[src/sv/c3f_pkg.sv]
// Shared types, codes and arithmetic constants of the 3x3 image filter.
package c3f_pkg;

   localparam int MASK_TAPS = 9;
   localparam int PIX_W     = 8;
   localparam int COORD_W   = 10;
   localparam int SIZE_W    = 11;
   localparam int MIN_SIZE  = 3;

   // convolution sum and its magnitude
   localparam int SUM_W = 14;
   localparam int MAG_W = 12;

   // normalization datapath
   localparam int NUM_W   = 15;
   localparam int EST_W   = 12;
   localparam int DIV_W   = 5;
   localparam int RECIP_W = 14;
   localparam int PROD_W  = NUM_W + RECIP_W;

   localparam logic [DIV_W-1:0]   DIV_BOX         = 5'd18;
   localparam logic [DIV_W-1:0]   DIV_WEIGHTED    = 5'd16;
   localparam logic [DIV_W-1:0]   DIV_SHARPEN     = 5'd6;
   localparam logic [RECIP_W-1:0] RECIP_BOX       = 14'd3640;
   localparam logic [RECIP_W-1:0] RECIP_SHARPEN   = 14'd10922;
   localparam int                 RECIP_SHIFT     = 16;
   localparam int                 WEIGHTED_SHIFT  = 4;
   localparam logic [NUM_W-1:0]   ROUND_BOX       = 15'd9;
   localparam logic [NUM_W-1:0]   ROUND_WEIGHTED  = 15'd8;
   localparam logic [NUM_W-1:0]   ROUND_SHARPEN   = 15'd3;
   localparam logic [EST_W-1:0]   PIX_MAX         = 12'd255;

   typedef enum logic [1:0] {
      MODE_BOX      = 2'd0,
      MODE_WEIGHTED = 2'd1,
      MODE_SHARPEN  = 2'd2
   } mode_type;

   typedef enum logic [1:0] {
      REG_FILTER_MODE  = 2'd0,
      REG_IMAGE_WIDTH  = 2'd1,
      REG_IMAGE_HEIGHT = 2'd2
   } reg_index_type;

   typedef struct packed {
      logic [COORD_W-1:0] col;
      logic [COORD_W-1:0] row;
      logic               last;
   } coord_type;

   // the spare mode code falls back to the box mask
   function automatic mode_type decode_mode(input logic [1:0] code);
      mode_type m;
      case (code)
         MODE_WEIGHTED: m = MODE_WEIGHTED;
         MODE_SHARPEN:  m = MODE_SHARPEN;
         default:       m = MODE_BOX;
      endcase
      return m;
   endfunction

endpackage

[src/sv/c3f_window_sum.sv]
// 3x3 window registers and the mask convolution stage.
module c3f_window_sum (
   input  logic                         clock,
   input  logic                         reset,
   input  logic                         in_valid,
   output logic                         in_ready,
   input  logic [c3f_pkg::PIX_W-1:0]    col_top,
   input  logic [c3f_pkg::PIX_W-1:0]    col_mid,
   input  logic [c3f_pkg::PIX_W-1:0]    col_bot,
   input  logic                         in_emit,
   input  c3f_pkg::coord_type           in_coord,
   input  c3f_pkg::mode_type            mode,
   output logic                         out_valid,
   input  logic                         out_ready,
   output logic [c3f_pkg::MAG_W-1:0]    out_mag,
   output c3f_pkg::coord_type           out_coord
);
   import c3f_pkg::*;

   logic [PIX_W-1:0]        win_ff [MASK_TAPS];
   logic [PIX_W-1:0]        win_in [MASK_TAPS];
   logic                    w_valid_ff;
   coord_type               w_coord_ff;
   logic                    s_valid_ff;
   logic [MAG_W-1:0]        mag_ff;
   logic [MAG_W-1:0]        mag_in;
   coord_type               s_coord_ff;
   logic                    s_ready;
   logic                    load_w;
   logic                    load_s;
   logic [9:0]              corner_sum;
   logic [9:0]              side_sum;
   logic [SUM_W-1:0]        center;
   logic signed [SUM_W-1:0] sum;

   assign s_ready  = !s_valid_ff || out_ready;
   assign in_ready = !w_valid_ff || s_ready;
   assign load_w   = in_valid && in_ready;
   assign load_s   = w_valid_ff && s_ready;

   // shift left, new column enters on the right
   always_comb begin
      for (int k = 0; k < 3; k++) begin
         win_in[k*3]     = win_ff[k*3+1];
         win_in[k*3+1]   = win_ff[k*3+2];
         win_in[k*3+2]   = win_ff[k*3+2];
      end
      win_in[2] = col_top;
      win_in[5] = col_mid;
      win_in[8] = col_bot;
   end

   always_comb begin
      corner_sum = 10'(win_ff[0]) + 10'(win_ff[2]) + 10'(win_ff[6]) + 10'(win_ff[8]);
      side_sum   = 10'(win_ff[1]) + 10'(win_ff[3]) + 10'(win_ff[5]) + 10'(win_ff[7]);
      center     = SUM_W'(win_ff[4]);
      case (mode)
         MODE_WEIGHTED: sum = SUM_W'(corner_sum) + (SUM_W'(side_sum) << 1) + (center << 2);
         MODE_SHARPEN:  sum = (center << 2) + center - SUM_W'(side_sum);
         default:       sum = SUM_W'(corner_sum) + SUM_W'(side_sum) + center;
      endcase
      mag_in = sum[SUM_W-1] ? MAG_W'(-sum) : MAG_W'(sum);
   end

   always_ff @(posedge clock) begin
      if (reset) begin
         for (int k = 0; k < MASK_TAPS; k++) begin
            win_ff[k] <= '0;
         end
         w_valid_ff <= 1'b0;
         s_valid_ff <= 1'b0;
      end else begin
         if (load_w) begin
            win_ff     <= win_in;
            w_valid_ff <= in_emit;
         end else if (load_s) begin
            w_valid_ff <= 1'b0;
         end
         if (load_s) begin
            s_valid_ff <= 1'b1;
         end else if (out_ready) begin
            s_valid_ff <= 1'b0;
         end
      end
   end

   always_ff @(posedge clock) begin
      if (load_w) begin
         w_coord_ff <= in_coord;
      end
      if (load_s) begin
         mag_ff     <= mag_in;
         s_coord_ff <= w_coord_ff;
      end
   end

   assign out_valid = s_valid_ff;
   assign out_mag   = mag_ff;
   assign out_coord = s_coord_ff;

   a_mag_range: assert property (@(posedge clock) disable iff (reset)
      s_valid_ff |-> mag_ff <= MAG_W'(4080))
      else $error("convolution magnitude out of range");

endmodule

[config.mk]
export PLATFORM = sky130hd
export DESIGN_NAME = c3f_window_sum
export DESIGN_NICKNAME = d
export VERILOG_FILES = /design/src/sv/c3f_pkg.sv /design/src/sv/c3f_window_sum.sv
export SDC_FILE = /design/constraint.sdc
export NUM_CORES = 1
export LEC_CHECK = 0
export ABC_CLOCK_PERIOD_IN_PS = 6700
export BUFFER_PORTS_ARGS = -buffer_cell sky130_fd_sc_hd__buf_2
export CAP_MARGIN = 10
export CORE_UTILIZATION = 55
export CTS_CLUSTER_SIZE = 14
export DETAILED_ROUTE_END_ITERATION = 10
export GPL_ROUTABILITY_DRIVEN = 0
export MAX_ROUTING_LAYER = met4
export PLACE_DENSITY = 0.74
export SLEW_MARGIN = 25
export SYNTH_ARGS = -nofsm -noshare
export SYNTH_HDL_FRONTEND = slang
export SYNTH_SLANG_ARGS = --single-unit
[constraint.sdc]
create_clock -name clock -period 6.7 [get_ports clock]
set_clock_uncertainty 0.2 [all_clocks]
set_input_delay 0.67 -clock clock [delete_from_list [all_inputs] [get_ports clock]]
set_output_delay 0.67 -clock clock [all_outputs]
set_load 0.1 [all_outputs]
### Word-level counts from Yosys, hierarchy flattened

Index checks and enable logic that the tools add are counted.
Widths: inputs -> output; s select.

* register bits: 128
* latch bits: 0
* memory bits (writable): 0
* memory bits (read-only): 0
* bits of input ports: 52
* output and inout bits: 35
* logic and storage cells: 47
* memories: 0

* add/sub/neg operators: 13
* multiply operators: 0
* div/mod/pow operators: 0
* order comparisons: 0
* eq/ne operators: 2
* shift operators: 0
* muxes and demuxes: 6
* bitwise gates (word level): 0
* reduce and logical (&&, ||, !) cells: 8

Operator list (number)
* $pmux 14 s2: 1
* $add 10x8->10: 2
* $add 9x8->10: 2
* $add 8x8->9: 2
* $add 12x10->13: 1
* $add 10x11->12: 1
* $add 11x8->12: 1
* $mux 12: 1
* $neg 12->12: 1
* $sub 11x10->12: 1
* $add 10x10->11: 1
* $add 10x8->11: 1
* $mux 1: 4
* $reduce_bool 2->1: 2
* $eq 2x1->1 const B: 1
* $eq 2x2->1 const B: 1
* $logic_and 1x1->1: 2
* $logic_not 1->1: 2
* $logic_or 1x1->1: 2

### Logic depth before layout (Yosys ltp)

* depth in word-level cells: 8
* gate-level depth with buffers: 23
* gate-level depth less buffers: 23

### Worst setup path before layout

Ideal clock, no wire load.

* path type: register -> register
* start: register win_ff[9] in the netlist's numbering
* end: register mag_ff[11], in the netlist out_mag[11], data pin
* library setup time: 158 ps
* data arrival time: 5492 ps
* required time: 6342 ps
* path slack: 850 ps
* cell stages (with the launch flop): 22
* path buffers: 0
* period minus slack after synthesis: 5850 ps
* path through: dfxtp_1 > inv_1 > fa_1 > inv_1 > fa_1 > ha_1 > fa_1 > a21oi_1 > nor2_1 > nor2_1 > o21bai_1 > a21oi_1 > xnor2_1 > fa_1 > ha_1 > a2111o_1 > mux2_4 > a221o_1 > o21ai_2 > o2111ai_2 > or4_1 > a22oi_1

* longest elaborated chain between the ends: 6
* elaborated cells between the ends (all ways): 9
* those cells by class: 7 x add/sub; 2 x mux

Ends and longest elaborated chain
* start: declaration: RTL line c3f_window_sum.sv:20 `logic [PIX_W-1:0] win_ff [MASK_TAPS];`
* start signal: assignment: RTL line c3f_window_sum.sv:74 `win_ff <= win_in;`
* $add 10x8->10 (*): RTL line c3f_window_sum.sv:55 `side_sum = 10'(win_ff[1]) + 10'(win_ff[3]) + 10'(win_ff[5]) + 10'(win_ff[7]);`
* $add 10x11->12 / $add 10x10->11 (equally long branches): RTL line c3f_window_sum.sv:58, c3f_window_sum.sv:60
* $add 12x10->13 / $add 11x8->12 (equally long branches): RTL line c3f_window_sum.sv:58, c3f_window_sum.sv:60
* $pmux 14 s2 (*): RTL line c3f_window_sum.sv:57 `case (mode)`
* $neg 12->12: RTL line c3f_window_sum.sv:62 `mag_in = sum[SUM_W-1] ? MAG_W'(-sum) : MAG_W'(sum);`
* $mux 12 (*): RTL line c3f_window_sum.sv:62
* net mag_in[11]: RTL line c3f_window_sum.sv:26 `logic [MAG_W-1:0] mag_in;`
* end signal: assignment: RTL line c3f_window_sum.sv:92 `mag_ff <= mag_in;`
* end: declaration: RTL line c3f_window_sum.sv:25 `logic [MAG_W-1:0] mag_ff;`

The timed path passes the listed nets; every way through them passes the cells marked *.
A chain may end at the register's enable or synchronous reset.

### Worst setup path in the final report

Same ends and word-level chain as after synthesis.

==> run metrics <==
outcome=complete, no violations; crit share post-route=0.955; placed wire-length estimate=11300 µm; Routed Antenna Nets=0; Top FF cell, synth=dfxtp_1; Resized Gates After CTS=0; fin cells=1121; First DRT Iteration DRCs=354; fin crit period=6.40 ns; final WL=15700 µm; Starting Density=0.569; #FFs+latches synth=128; P&R area growth vs syn=14.9%; WP data required=6.76 ns; Horiz. Die Dim=123 µm; placed cells=1089; Worst slew margin=0.365; CTS tree=built; core area=14000 µm²; Die H=123 µm; CP max FO=5; setup TNS=0 ns; synthesized instance count=846; Synth area leader=edfxtp_1; FILL cells=1170; Synth Warn #=0; Slowest Stage Delay on Critical Path=0.53 ns; layout cells sized above 1=0.140; Post CTS Setup Buffer Count=0; largest cells by area after synthesis=edfxtp_1, dfxtp_1, fa_1; Slowest-stage cell, CP=fa_1; hold buffers post-CTS=0; CP Cell Sequence=inv_1 > fa_1 > inv_1 > fa_1 > ha_1 > fa_1 > a21oi_1 > nor2_1 > nor2_1 > o21bai_1 > a21oi_1 > xnor2_1 > fa_1 > ha_1 > a2111o_1 > mux2_4 > a221o_1 > o21ai_2 > o2111ai_2 > or4_1 > a22oi_1; sequential element share of the synthesized area=0.388; clk sinks=128; via count=5905; Syn Area/Cell=9.45 µm²; Clock Pin Slew Worst Setup and Hold Paths=0.06 ns; all-layer global routing usage=0.230; via/cell ratio=5.27; antenna diode count=0; Max Slew Vio Count=0; commonest non-fill, non-tap cells in the layout=nand2_1, inv_1, a21oi_1; RSZ-0062 raised after global routing=no; IO Port Bufs=86; global route overflow=0; CP dominant cell by count=fa_1; TritonCTS Buffers=17; worst slew pin tran=0.951 ns; WHS=0.215 ns; first-pass GRT wire length=25600 µm; Util after Layout=0.654; leading cell type in the layout, fill and taps excluded=nand2_1; Longest Clk Path Bufs=2; Crit path arrival time=6.46 ns; Post-Syn Nets=1011; Hold Crit Class=in2reg; vias in the first global route=5463; share of the synthesized area in the top cell type=0.203; Worst setup EP type=flop; pin count of the biggest net entering global routing=77; VDD IR-drop max=0.169 mV; post-synth cell types=57; Max Clock Freq=0.156 GHz; EDFF count, synth=54; initial antenna violation count=0; max-cap violations=0; Lkg Pwr=4.03 nW; final hold violations=0; CP Class=reg2reg; H-tree levels=4; Setup violations, final=0; Die ar.=15000 µm²; Root Buffer=clkbuf_16; routed length per instance=14.0 µm; Pwr Density=265 nW/µm²; # rows=43; FFs w/ async S/R, synth=0; fin nets=1093; worst skew pair latency=0.43 ns; DR pass1 iterations=5; DRC=0; Post-Syn Area=8000 µm²; Ports=87; Worst setup SP type=flop
cell families (layout without fill, tap and decap cells):
group | after synthesis | after routing | synth area share
mux | 2 | 2 | 0.00313
compound gates | 198 | 198 | 0.154
xor+xnor | 30 | 30 | 0.0329
buf+inv | 159 | 254 | 0.0748
fa+ha+maj | 113 | 113 | 0.231
flops | 128 | 128 | 0.388
simple gates | 216 | 216 | 0.116
metrics by stage:
stage / worst slack (ns) / total power, mW / instance area (µm²)
2_1_floorplan: 0.850 / 1.38 / 8000
4_1_cts: 0.318 / 2.46 / 9190
3_3_place_gp: 0.557 / 1.50 / 8590
3_5_place_dp: 0.422 / 1.51 / 8590
5_1_grt: 0.00733 / 2.57 / 9190
6_report: 0.298 / 2.44 / 9190
where the power goes:
| part | internal [mW] | switching [mW] | leakage (nW) |
|---|---|---|---|
| Combinational | 0.234 | 0.397 | 2.63 |
| Sequential | 0.853 | 0.0178 | 1.11 |
| Clock | 0.561 | 0.374 | 0.292 |
cells in the mapped netlist (5+ instances only):
master,number
nand2_1,158
inv_1,131
a21oi_1,99
dfxtp_1,74
fa_1,58
ha_1,55
edfxtp_1,54
o21ai_0,22
clkbuf_1,19
nor2_1,18
xnor2_1,18
a21o_1,15
o21bai_1,12
xor2_1,12
a211oi_1,10
buf_1,7
nand2b_1,7
and3_1,5
area by class of cell:
type                            count  area [µm²]  area share
Tap cell                          180         225      0.0245
Sequential cell                   128        3100       0.338
Clock inverter                     14         171      0.0187
Multi-Input combinational cell    559        4310       0.468
Timing Repair Buffer               90         460      0.0501
Inverter                          132         495      0.0539
Clock buffer                       18         429      0.0467
critical path, delay by kind of cell (launching register included):
| family | cells | cell delay, ns |
|---|---|---|
| adder cells (fa/ha/maj) | 6 | 2.53 |
| AO/OA/AOI/OAI | 8 | 1.77 |
| AND/OR/NAND/NOR | 3 | 0.75 |
| flip-flops | 1 | 0.35 |
| XOR/XNOR | 1 | 0.26 |
| multiplexers | 1 | 0.26 |
| buffers and inverters | 2 | 0.12 |
routing by layer:
layer	track usage	vias up	part of all wire
met5	-	-	0
li1	-	2981	-
met3	0.0586	20	0.046
met2	0.361	128	0.48
met1	0.291	2776	0.46
met4	0.0709	0	0.014
worst paths after layout:
path,from,to,slack [ns],cells after the start
worst max register to register,win_ff[9],out_mag[11],0.30,21
worst max-delay path,win_ff[9],out_mag[11],0.30,21
worst min-delay path,in_coord[15],w_coord_ff[15],0.22,1
worst min register to register,w_coord_ff[5],out_coord[5],0.22,0
registers in the layout, indices dropped and copies added, names as in the netlist:
name and flops:
center 8, out_coord 21, out_mag 12, out_valid 1, w_valid_ff 1, win_ff 64
w_coord_ff 21
No activity file was read; power rests on OpenSTA's default activity.
