$ cat config.mk
export PLATFORM = sky130hd
export DESIGN_NAME = c3f_normalize
export DESIGN_NICKNAME = d
export VERILOG_FILES = /design/src/sv/c3f_pkg.sv /design/src/sv/c3f_normalize.sv
export SDC_FILE = /design/constraint.sdc
export NUM_CORES = 1
export LEC_CHECK = 0
export ABC_CLOCK_PERIOD_IN_PS = 26000
export BUFFER_PORTS_ARGS = -buffer_cell sky130_fd_sc_hd__clkbuf_2
export CORE_MARGIN = 4
export CORE_UTILIZATION = 50
export CTS_CLUSTER_DIAMETER = 30
export DETAILED_ROUTE_END_ITERATION = 12
export PLACE_DENSITY = 0.78
export SYNTH_ARGS = -nofsm -noshare
export SYNTH_HDL_FRONTEND = slang
export SYNTH_SLANG_ARGS = --single-unit
$ cat constraint.sdc
create_clock -name clock -period 26 [get_ports clock]
set_input_delay 5.2 -clock clock [delete_from_list [all_inputs] [get_ports clock]]
set_output_delay 5.2 -clock clock [all_outputs]
set_load 0.01 [all_outputs]
$ cat src/sv/c3f_pkg.sv
// Shared types, codes and arithmetic constants of the 3x3 image filter.
package c3f_pkg;

   localparam int MASK_TAPS = 9;
   localparam int PIX_W     = 8;
   localparam int COORD_W   = 10;
   localparam int SIZE_W    = 11;
   localparam int MIN_SIZE  = 3;

   // convolution sum and its magnitude
   localparam int SUM_W = 14;
   localparam int MAG_W = 12;

   // normalization datapath
   localparam int NUM_W   = 15;
   localparam int EST_W   = 12;
   localparam int DIV_W   = 5;
   localparam int RECIP_W = 14;
   localparam int PROD_W  = NUM_W + RECIP_W;

   localparam logic [DIV_W-1:0]   DIV_BOX         = 5'd18;
   localparam logic [DIV_W-1:0]   DIV_WEIGHTED    = 5'd16;
   localparam logic [DIV_W-1:0]   DIV_SHARPEN     = 5'd6;
   localparam logic [RECIP_W-1:0] RECIP_BOX       = 14'd3640;
   localparam logic [RECIP_W-1:0] RECIP_SHARPEN   = 14'd10922;
   localparam int                 RECIP_SHIFT     = 16;
   localparam int                 WEIGHTED_SHIFT  = 4;
   localparam logic [NUM_W-1:0]   ROUND_BOX       = 15'd9;
   localparam logic [NUM_W-1:0]   ROUND_WEIGHTED  = 15'd8;
   localparam logic [NUM_W-1:0]   ROUND_SHARPEN   = 15'd3;
   localparam logic [EST_W-1:0]   PIX_MAX         = 12'd255;

   typedef enum logic [1:0] {
      MODE_BOX      = 2'd0,
      MODE_WEIGHTED = 2'd1,
      MODE_SHARPEN  = 2'd2
   } mode_type;

   typedef enum logic [1:0] {
      REG_FILTER_MODE  = 2'd0,
      REG_IMAGE_WIDTH  = 2'd1,
      REG_IMAGE_HEIGHT = 2'd2
   } reg_index_type;

   typedef struct packed {
      logic [COORD_W-1:0] col;
      logic [COORD_W-1:0] row;
      logic               last;
   } coord_type;

   // the spare mode code falls back to the box mask
   function automatic mode_type decode_mode(input logic [1:0] code);
      mode_type m;
      case (code)
         MODE_WEIGHTED: m = MODE_WEIGHTED;
         MODE_SHARPEN:  m = MODE_SHARPEN;
         default:       m = MODE_BOX;
      endcase
      return m;
   endfunction

endpackage

$ cat src/sv/c3f_normalize.sv
// Division by the mask norm with rounding, saturation and the result register.
module c3f_normalize (
   input  logic                          clock,
   input  logic                          reset,
   input  logic                          in_valid,
   output logic                          in_ready,
   input  logic [c3f_pkg::MAG_W-1:0]     in_mag,
   input  c3f_pkg::coord_type            in_coord,
   input  c3f_pkg::mode_type             mode,
   output logic                          out_valid,
   input  logic                          out_ready,
   output logic [c3f_pkg::PIX_W-1:0]     out_filtered,
   output c3f_pkg::coord_type            out_coord
);
   import c3f_pkg::*;

   logic                q_valid_ff;
   logic [NUM_W-1:0]    x_ff;
   logic [NUM_W-1:0]    x_in;
   logic [EST_W-1:0]    est_ff;
   logic [EST_W-1:0]    est_in;
   logic [DIV_W-1:0]    div_ff;
   logic [DIV_W-1:0]    div_in;
   coord_type           q_coord_ff;
   logic [RECIP_W-1:0]  recip;
   logic [PROD_W-1:0]   prod;
   logic                o_valid_ff;
   logic [PIX_W-1:0]    filtered_ff;
   logic [PIX_W-1:0]    filtered_in;
   coord_type           o_coord_ff;
   logic [NUM_W-1:0]    rem;
   logic [EST_W-1:0]    quot;
   logic                o_ready;
   logic                load_q;
   logic                load_o;

   assign o_ready  = !o_valid_ff || out_ready;
   assign in_ready = !q_valid_ff || o_ready;
   assign load_q   = in_valid && in_ready;
   assign load_o   = q_valid_ff && o_ready;

   // quotient estimate by reciprocal, or by shift for the weighted mask, never above the true quotient
   always_comb begin
      case (mode)
         MODE_WEIGHTED: begin
            x_in   = NUM_W'(in_mag) + ROUND_WEIGHTED;
            recip  = '0;
            div_in = DIV_WEIGHTED;
         end
         MODE_SHARPEN: begin
            x_in   = (NUM_W'(in_mag) << 2) + NUM_W'(in_mag) + ROUND_SHARPEN;
            recip  = RECIP_SHARPEN;
            div_in = DIV_SHARPEN;
         end
         default: begin
            x_in   = (NUM_W'(in_mag) << 1) + ROUND_BOX;
            recip  = RECIP_BOX;
            div_in = DIV_BOX;
         end
      endcase
      prod = PROD_W'(x_in) * PROD_W'(recip);
      if (mode == MODE_WEIGHTED) begin
         est_in = EST_W'(x_in >> WEIGHTED_SHIFT);
      end else begin
         est_in = EST_W'(prod >> RECIP_SHIFT);
      end
   end

   // correct the estimate by one step, then clip to the pixel range
   always_comb begin
      rem  = x_ff - NUM_W'(NUM_W'(div_ff) * NUM_W'(est_ff));
      quot = est_ff + EST_W'(rem >= NUM_W'(div_ff));
      filtered_in = (quot > PIX_MAX) ? PIX_MAX[PIX_W-1:0] : quot[PIX_W-1:0];
   end

   always_ff @(posedge clock) begin
      if (reset) begin
         q_valid_ff <= 1'b0;
         o_valid_ff <= 1'b0;
      end else begin
         if (load_q) begin
            q_valid_ff <= 1'b1;
         end else if (o_ready) begin
            q_valid_ff <= 1'b0;
         end
         if (load_o) begin
            o_valid_ff <= 1'b1;
         end else if (out_ready) begin
            o_valid_ff <= 1'b0;
         end
      end
   end

   always_ff @(posedge clock) begin
      if (load_q) begin
         x_ff       <= x_in;
         est_ff     <= est_in;
         div_ff     <= div_in;
         q_coord_ff <= in_coord;
      end
      if (load_o) begin
         filtered_ff <= filtered_in;
         o_coord_ff  <= q_coord_ff;
      end
   end

   assign out_valid    = o_valid_ff;
   assign out_filtered = filtered_ff;
   assign out_coord    = o_coord_ff;

   a_rem_bound: assert property (@(posedge clock) disable iff (reset)
      q_valid_ff |-> rem < (NUM_W'(div_ff) << 1))
      else $error("quotient estimate off by more than one");

endmodule

; Yosys cells after proc, flatten, opt, wreduce, memory -nomap -nowiden
; Index checks and enable logic that the tools add are counted.
; W data, S select, Z words.
[classes]
add_sub_neg = 6
mul = 2
n_div = 0
magnitude_cmp = 2
eq_ne = 2
shift = 0
mux = 8
bitwise_logic = 0
n_reduce_logical = 8
[op_table]
columns = cell, count
row1 = $pmux W15 S2, 1
row2 = $mul A15 B14 Y28, 1
row3 = $pmux W14 S2, 1
row4 = $add A14 B12 Y15, 1
row5 = $add A15 B2 Y15 const B, 1
row6 = $ge A15 B5 Y1, 1
row7 = $mul A5 B12 Y15, 1
row8 = $sub A15 B15 Y15, 1
row9 = $add A13 B4 Y14 const B, 1
row10 = $add A12 B4 Y13 const B, 1
row11 = $add A12 B1 Y12, 1
row12 = $gt A12 B8 Y1 const B, 1
row13 = $mux W11, 1
row14 = $pmux W5 S2, 1
row15 = $mux W1, 4
row16 = $reduce_bool A2 Y1, 2
row17 = $eq A2 B1 Y1 const B, 1
row18 = $eq A2 B2 Y1 const B, 1
row19 = $logic_and A1 B1 Y1, 2
row20 = $logic_not A1 Y1, 2
row21 = $logic_or A1 B1 Y1, 2
[totals]
register_bits = 84
latch_bits = 0
ram_bits = 0
rom_bits = 0
in_bits = 39
out_inout_bits = 31
wordCells = 41
n_memories = 0

; Logic depth before layout (Yosys ltp)
[depth]
depth_word = 5
ltp_mapped = 28
mapped_depth_nobuf = 27

; Worst setup path after synthesis
; No wires, ideal clock.
[synth_path]
path_kind = input-to-reg
start = in in_mag[0] (netlist name)
end = reg est_ff[10] (data pin)
setup_time_ns = 0.261
arrival_ns = 11.450
required_ns = 25.739
path_slack_ns = 14.289
stages = 25
path_buffers = 0
path_cell_list = ha_1 nor2b_1 o2111ai_1 a31oi_1 o21a_1 o21a_1 or3_1 a31o_2 and2_1 ha_1 inv_1 fa_1 inv_1 fa_1 fa_1 fa_1 ha_1 ha_1 nand2_1 o21ai_0 nor2_1 o2bb2ai_1 o31ai_4 a2111oi_4 o311a_1
[synth_via]
elab_chain_len = 5
elab_cells_between_ends = 7
cone_classes = 4 x add/sub / 1 x mul / 2 x mux
[synth_lines]
columns = element, line_no
row1 = from (decl), c3f_normalize.sv:7  ; input logic [c3f_pkg::MAG_W-1:0] in_mag,
row2 = $add A14 B12 Y15, c3f_normalize.sv:51  ; x_in = (NUM_W'(in_mag) << 2) + NUM_W'(in_mag) + ROUND_SHARPEN;
row3 = $add A15 B2 Y15, c3f_normalize.sv:51
row4 = $pmux W15 S2 (*), c3f_normalize.sv:44  ; case (mode)
row5 = via x_in[12], c3f_normalize.sv:19  ; logic [NUM_W-1:0] x_in;
row6 = $mul A15 B14 Y28 (*), c3f_normalize.sv:61  ; prod = PROD_W'(x_in) * PROD_W'(recip);
row7 = $mux W11 (*), c3f_normalize.sv:62  ; if (mode == MODE_WEIGHTED) begin
row8 = via est_in[10], c3f_normalize.sv:21  ; logic [EST_W-1:0] est_in;
row9 = to (signal assigned), c3f_normalize.sv:97  ; est_ff <= est_in;
row10 = to (decl), c3f_normalize.sv:20  ; logic [EST_W-1:0] est_ff;
; Mark *: on every way through the listed nets, which the timed path passes. The rest lies on a longest branch.
; A chain may end at the register's enable or synchronous reset.

; Worst setup path in the final report
[layout_path]
start = in in_mag[2] (netlist name)
end = reg est_ff[9] (data pin)
[layout_via]
elab_chain_len = 5
elab_cells_between_ends = 7
cone_classes = 4 x add/sub / 1 x mul / 2 x mux
[layout_lines]
columns = element, line_no
row1 = $add A14 B12 Y15, c3f_normalize.sv:51
row2 = $add A15 B2 Y15, c3f_normalize.sv:51
row3 = $pmux W15 S2 (*), c3f_normalize.sv:44
row4 = $mul A15 B14 Y28, c3f_normalize.sv:61
row5 = $mux W11 (*), c3f_normalize.sv:62
row6 = via est_in[9], c3f_normalize.sv:21
; Marked as above.

==> impl_results.md <==
- Die area: 22600 um2
- Critical path class: primary input to flip-flop
- Worst slew margin: 24.1%
- EDFF count, synth: 80
- Max cap viols: 0
- Die height: 150 um
- First-pass GRT wire length: 36.8 mm
- GR Layer Usage met1: 27.9%
- # hold bufs at CTS: 0
- CTS tree: built
- Post-synthesis average cell area: 10.0 um2
- Synth async-reset ratio: 0%
- Clk root buf: clkbuf_16
- CTS buffer count: 9
- Worst-Margin Slew: 1.14 ns
- Final Max Tran Viols: 0
- Clock slew at reported path FFs: 0.07 ns
- Core area: 19700 um2
- F_max: 79.0 MHz
- Share of cells above drive strength 1: 10.5%
- Crit-path max FO: 12
- CP required: 26.09 ns
- GRT Total Usage: 20.8%
- IO Port Bufs: 69
- Drt wl/cell: 17.2 um
- Met3 Usage GRT: 1.81%
- Gate count after technology mapping: 1007
- Final setup violation count: 0
- Vias in the first global route: 7170
- Routed Wire Length: 23.1 mm
- GP Congestion: 0.989
- Register area share after synthesis: 24.1%
- Crit path capture type: flip-flop
- Antenna violations before repair: 2
- Placed cells: 1325
- RSZ-0062 raised after global routing: false
- Most used flip-flop cell after synthesis: edfxtp_1
- Drt via density: 5.36
- Final min period: 12.65 ns
- Post-route ant nets: 0
- Initial DRC count: 527
- Total negative slack: 0 ns
- P_leak: 5.44 nW
- Num rows: 51
- PwrDens: 116 nW/um2
- Final core utilization: 56.3%
- Syn Nets: 1311
- Critical path data arrival time: 12.74 ns
- Max stage delay on crit path: 0.87 ns
- CP max stage cell: a221oi_1
- Overflow after GRT: 0
- Synthesized flop and latch total: 82
- Hold Path Class: flip-flop to flip-flop
- Synth unique cells: 77
- Most Used Layer, Global Route: met2
- Die width: 150 um
- Post-Syn Area: 10100 um2
- Cell Chain, Critical Path: clkbuf_2 -> ha_1 -> o211ai_1 -> nand2_1 -> a41oi_1 -> o31ai_1 -> xor2_1 -> a221oi_1 -> nor2_1 -> ha_1 -> fa_1 -> fa_1 -> fa_1 -> fa_1 -> ha_1 -> ha_1 -> nand2_1 -> o21ai_0 -> nor2_1 -> o2bb2ai_1 -> nor3_2 -> nor3_2 -> xnor2_1 -> mux2_2
- Post-DP HPWL: 19.4 mm
- Finished Layout Cells: 1343
- Num ports: 70
- Via count: 7205
- VDD IR max: 0.0000689 V
- DR DRC count: 0
- Clock Latency Late Sink: 0.34 ns
- Fill count: 1687
- H-tree depth: 3
- Router iterations before antenna repair: 5
- Longest Clk Path Bufs: 2
- Status: finished, final reports clean
- Yosys warning total: 0
- Nets: 1375
- Worst Skew: 0.00710 ns
- Largest net degree at the start of global routing: 52
- Starting density of the core: 51.5%
- Final period util: 48.7%
- CTS Sinks: 82
- Number of post-CTS setup repair buffers: 0
- Grt met2 use: 35.7%
- Worst setup SP type: primary input
- Post-cts sizing count: 0
- P&R area growth vs syn: 9.47%
- Fin. Hold Viols: 0
-- cells in the final DEF (no fill, tap or decap), drive strengths merged, types with 3 or more instances in the layout --
master | Yosys | layout
a211oi | 6 | 6
a221oi | 8 | 8
o2111ai | 3 | 3
nor2 | 49 | 49
a2111oi | 3 | 3
nor3 | 9 | 9
o31ai | 6 | 6
nand2b | 9 | 9
and3 | 8 | 8
inv | 227 | 231
nand3 | 19 | 19
clkbuf | 16 | 78
nand4 | 6 | 6
o21a | 5 | 5
nor2b | 7 | 7
a21o | 5 | 5
mux2i | 6 | 6
edfxtp | 80 | 80
xor2 | 18 | 18
a31oi | 6 | 6
and2 | 52 | 52
nand2 | 47 | 47
a21oi | 34 | 34
o21ai | 28 | 28
ha | 163 | 163
buf | 4 | 4
xnor2 | 33 | 33
fa | 102 | 102
or3 | 7 | 7
o21bai | 4 | 4
-- stage by stage --
stage	instance area (um2)	worst slack (ns)	hold WS [ns]	total power, W
after floorplan	10100	14.29	0.400	0.000917
after global placement	10700	13.18	0.400	0.00110
after detailed placement	10700	13.14	0.405	0.00113
after CTS	11100	13.46	0.420	0.00128
after global routing	11100	12.97	0.425	0.00142
final	11100	13.35	0.419	0.00128
-- critical path: cells and delay by family --
kind	cells	cell delay (ns)
xor+xnor	2	0.26
compound gates	6	2.39
fa+ha+maj	8	3.51
simple gates	6	0.88
buf+inv	1	0.22
mux	1	0.28
-- routing by layer --
layer | vias to the layer above | share of wire [%]
li1 | 3464 | -
met1 | 3507 | 44
met2 | 193 | 50
met3 | 41 | 3.7
met4 | 0 | 2.4
met5 | - | 0
-- final timing paths --
kind,start,to,slack (ns),depth (start not counted)
min,q_coord_ff[16],out_coord[16],0.42,0
max reg2reg,div_ff[4],out_filtered[6],19.74,24
min reg2reg,q_coord_ff[16],out_coord[16],0.42,0
max,in_mag[2],est_ff[9],13.35,24
-- area by class of cell --
type / instances / area, um2 / share of cell area (%)
Multi-Input combinational cell: 677 / 6730 / 60.8
Sequential cell: 82 / 2440 / 22.1
Inverter: 228 / 856 / 7.73
Timing Repair Buffer: 73 / 375 / 3.39
Tap cell: 265 / 332 / 2.99
Clock buffer: 9 / 225 / 2.03
Clock inverter: 7 / 106 / 0.960
Antenna cell: 2 / 5.00 / 0.0452
-- power breakdown --
group | internal, W | switching (W) | total, W
registers | 0.000171 | 0.0000139 | 0.000185
logic | 0.000412 | 0.000542 | 0.000954
clock network | 0.0000860 | 0.0000554 | 0.000141
total | 0.000670 | 0.000611 | 0.00128
-- cell usage after synthesis (2+ instances only) --
cell type    n  share of area (%)
a31oi_1      5               0.31
and2_1      52                3.2
mux2i_1      5               0.49
or3_1        7               0.43
nor3_1       7               0.35
clkbuf_1    15               0.56
o22ai_1      2               0.12
nand3_1     19               0.94
nor2b_1      6               0.37
dfxtp_1      2               0.40
fa_1       102                 20
nor3b_1      2               0.15
inv_1      226                8.4
a221oi_1     8               0.69
xor2_1      18                1.6
or2_2        2               0.12
o21a_1       5               0.37
a2111oi_4    2               0.54
nor3_2       2               0.20
a211oi_1     5               0.37
a22oi_1      2               0.15
nor2_1      49                1.8
a21oi_1     33                1.6
o2111ai_1    2               0.17
a21o_1       5               0.37
o31a_1       2               0.17
nand2_1     46                1.7
o21ai_1      3               0.15
o211ai_1     2               0.15
o21bai_1     4               0.30
nand2b_1     9               0.56
and3_1       8               0.49
nand4_1      6               0.37
o21ai_0     25                1.2
ha_1       163                 20
o31ai_1      4               0.30
xnor2_1     33                2.9
edfxtp_1    80                 24
-- cells by family (layout without fill, tap and decap cells) --
| family | after synthesis | after routing | share of synthesized area (%) |
|---|---|---|---|
| DFF | 82 | 82 | 24.1 |
| xor gates and xnor gates | 51 | 51 | 4.42 |
| other | 0 | 2 | 0 |
| buffers and inverters | 248 | 317 | 9.34 |
| muxes | 7 | 7 | 0.742 |
| AOI/OAI and AO/OA | 131 | 131 | 9.43 |
| adders and majority gates | 265 | 265 | 40.3 |
| and+or+nand+nor | 223 | 223 | 11.6 |
-- flip-flops by register name, indices dropped and copies added (netlist names) --
name / cells
out_valid: 1
q_valid_ff: 1
out_coord: 21
est_ff: 12
out_filtered: 8
x_ff: 15
div_ff: 3
q_coord_ff: 21
No activity file was read; power rests on OpenSTA's default activity.
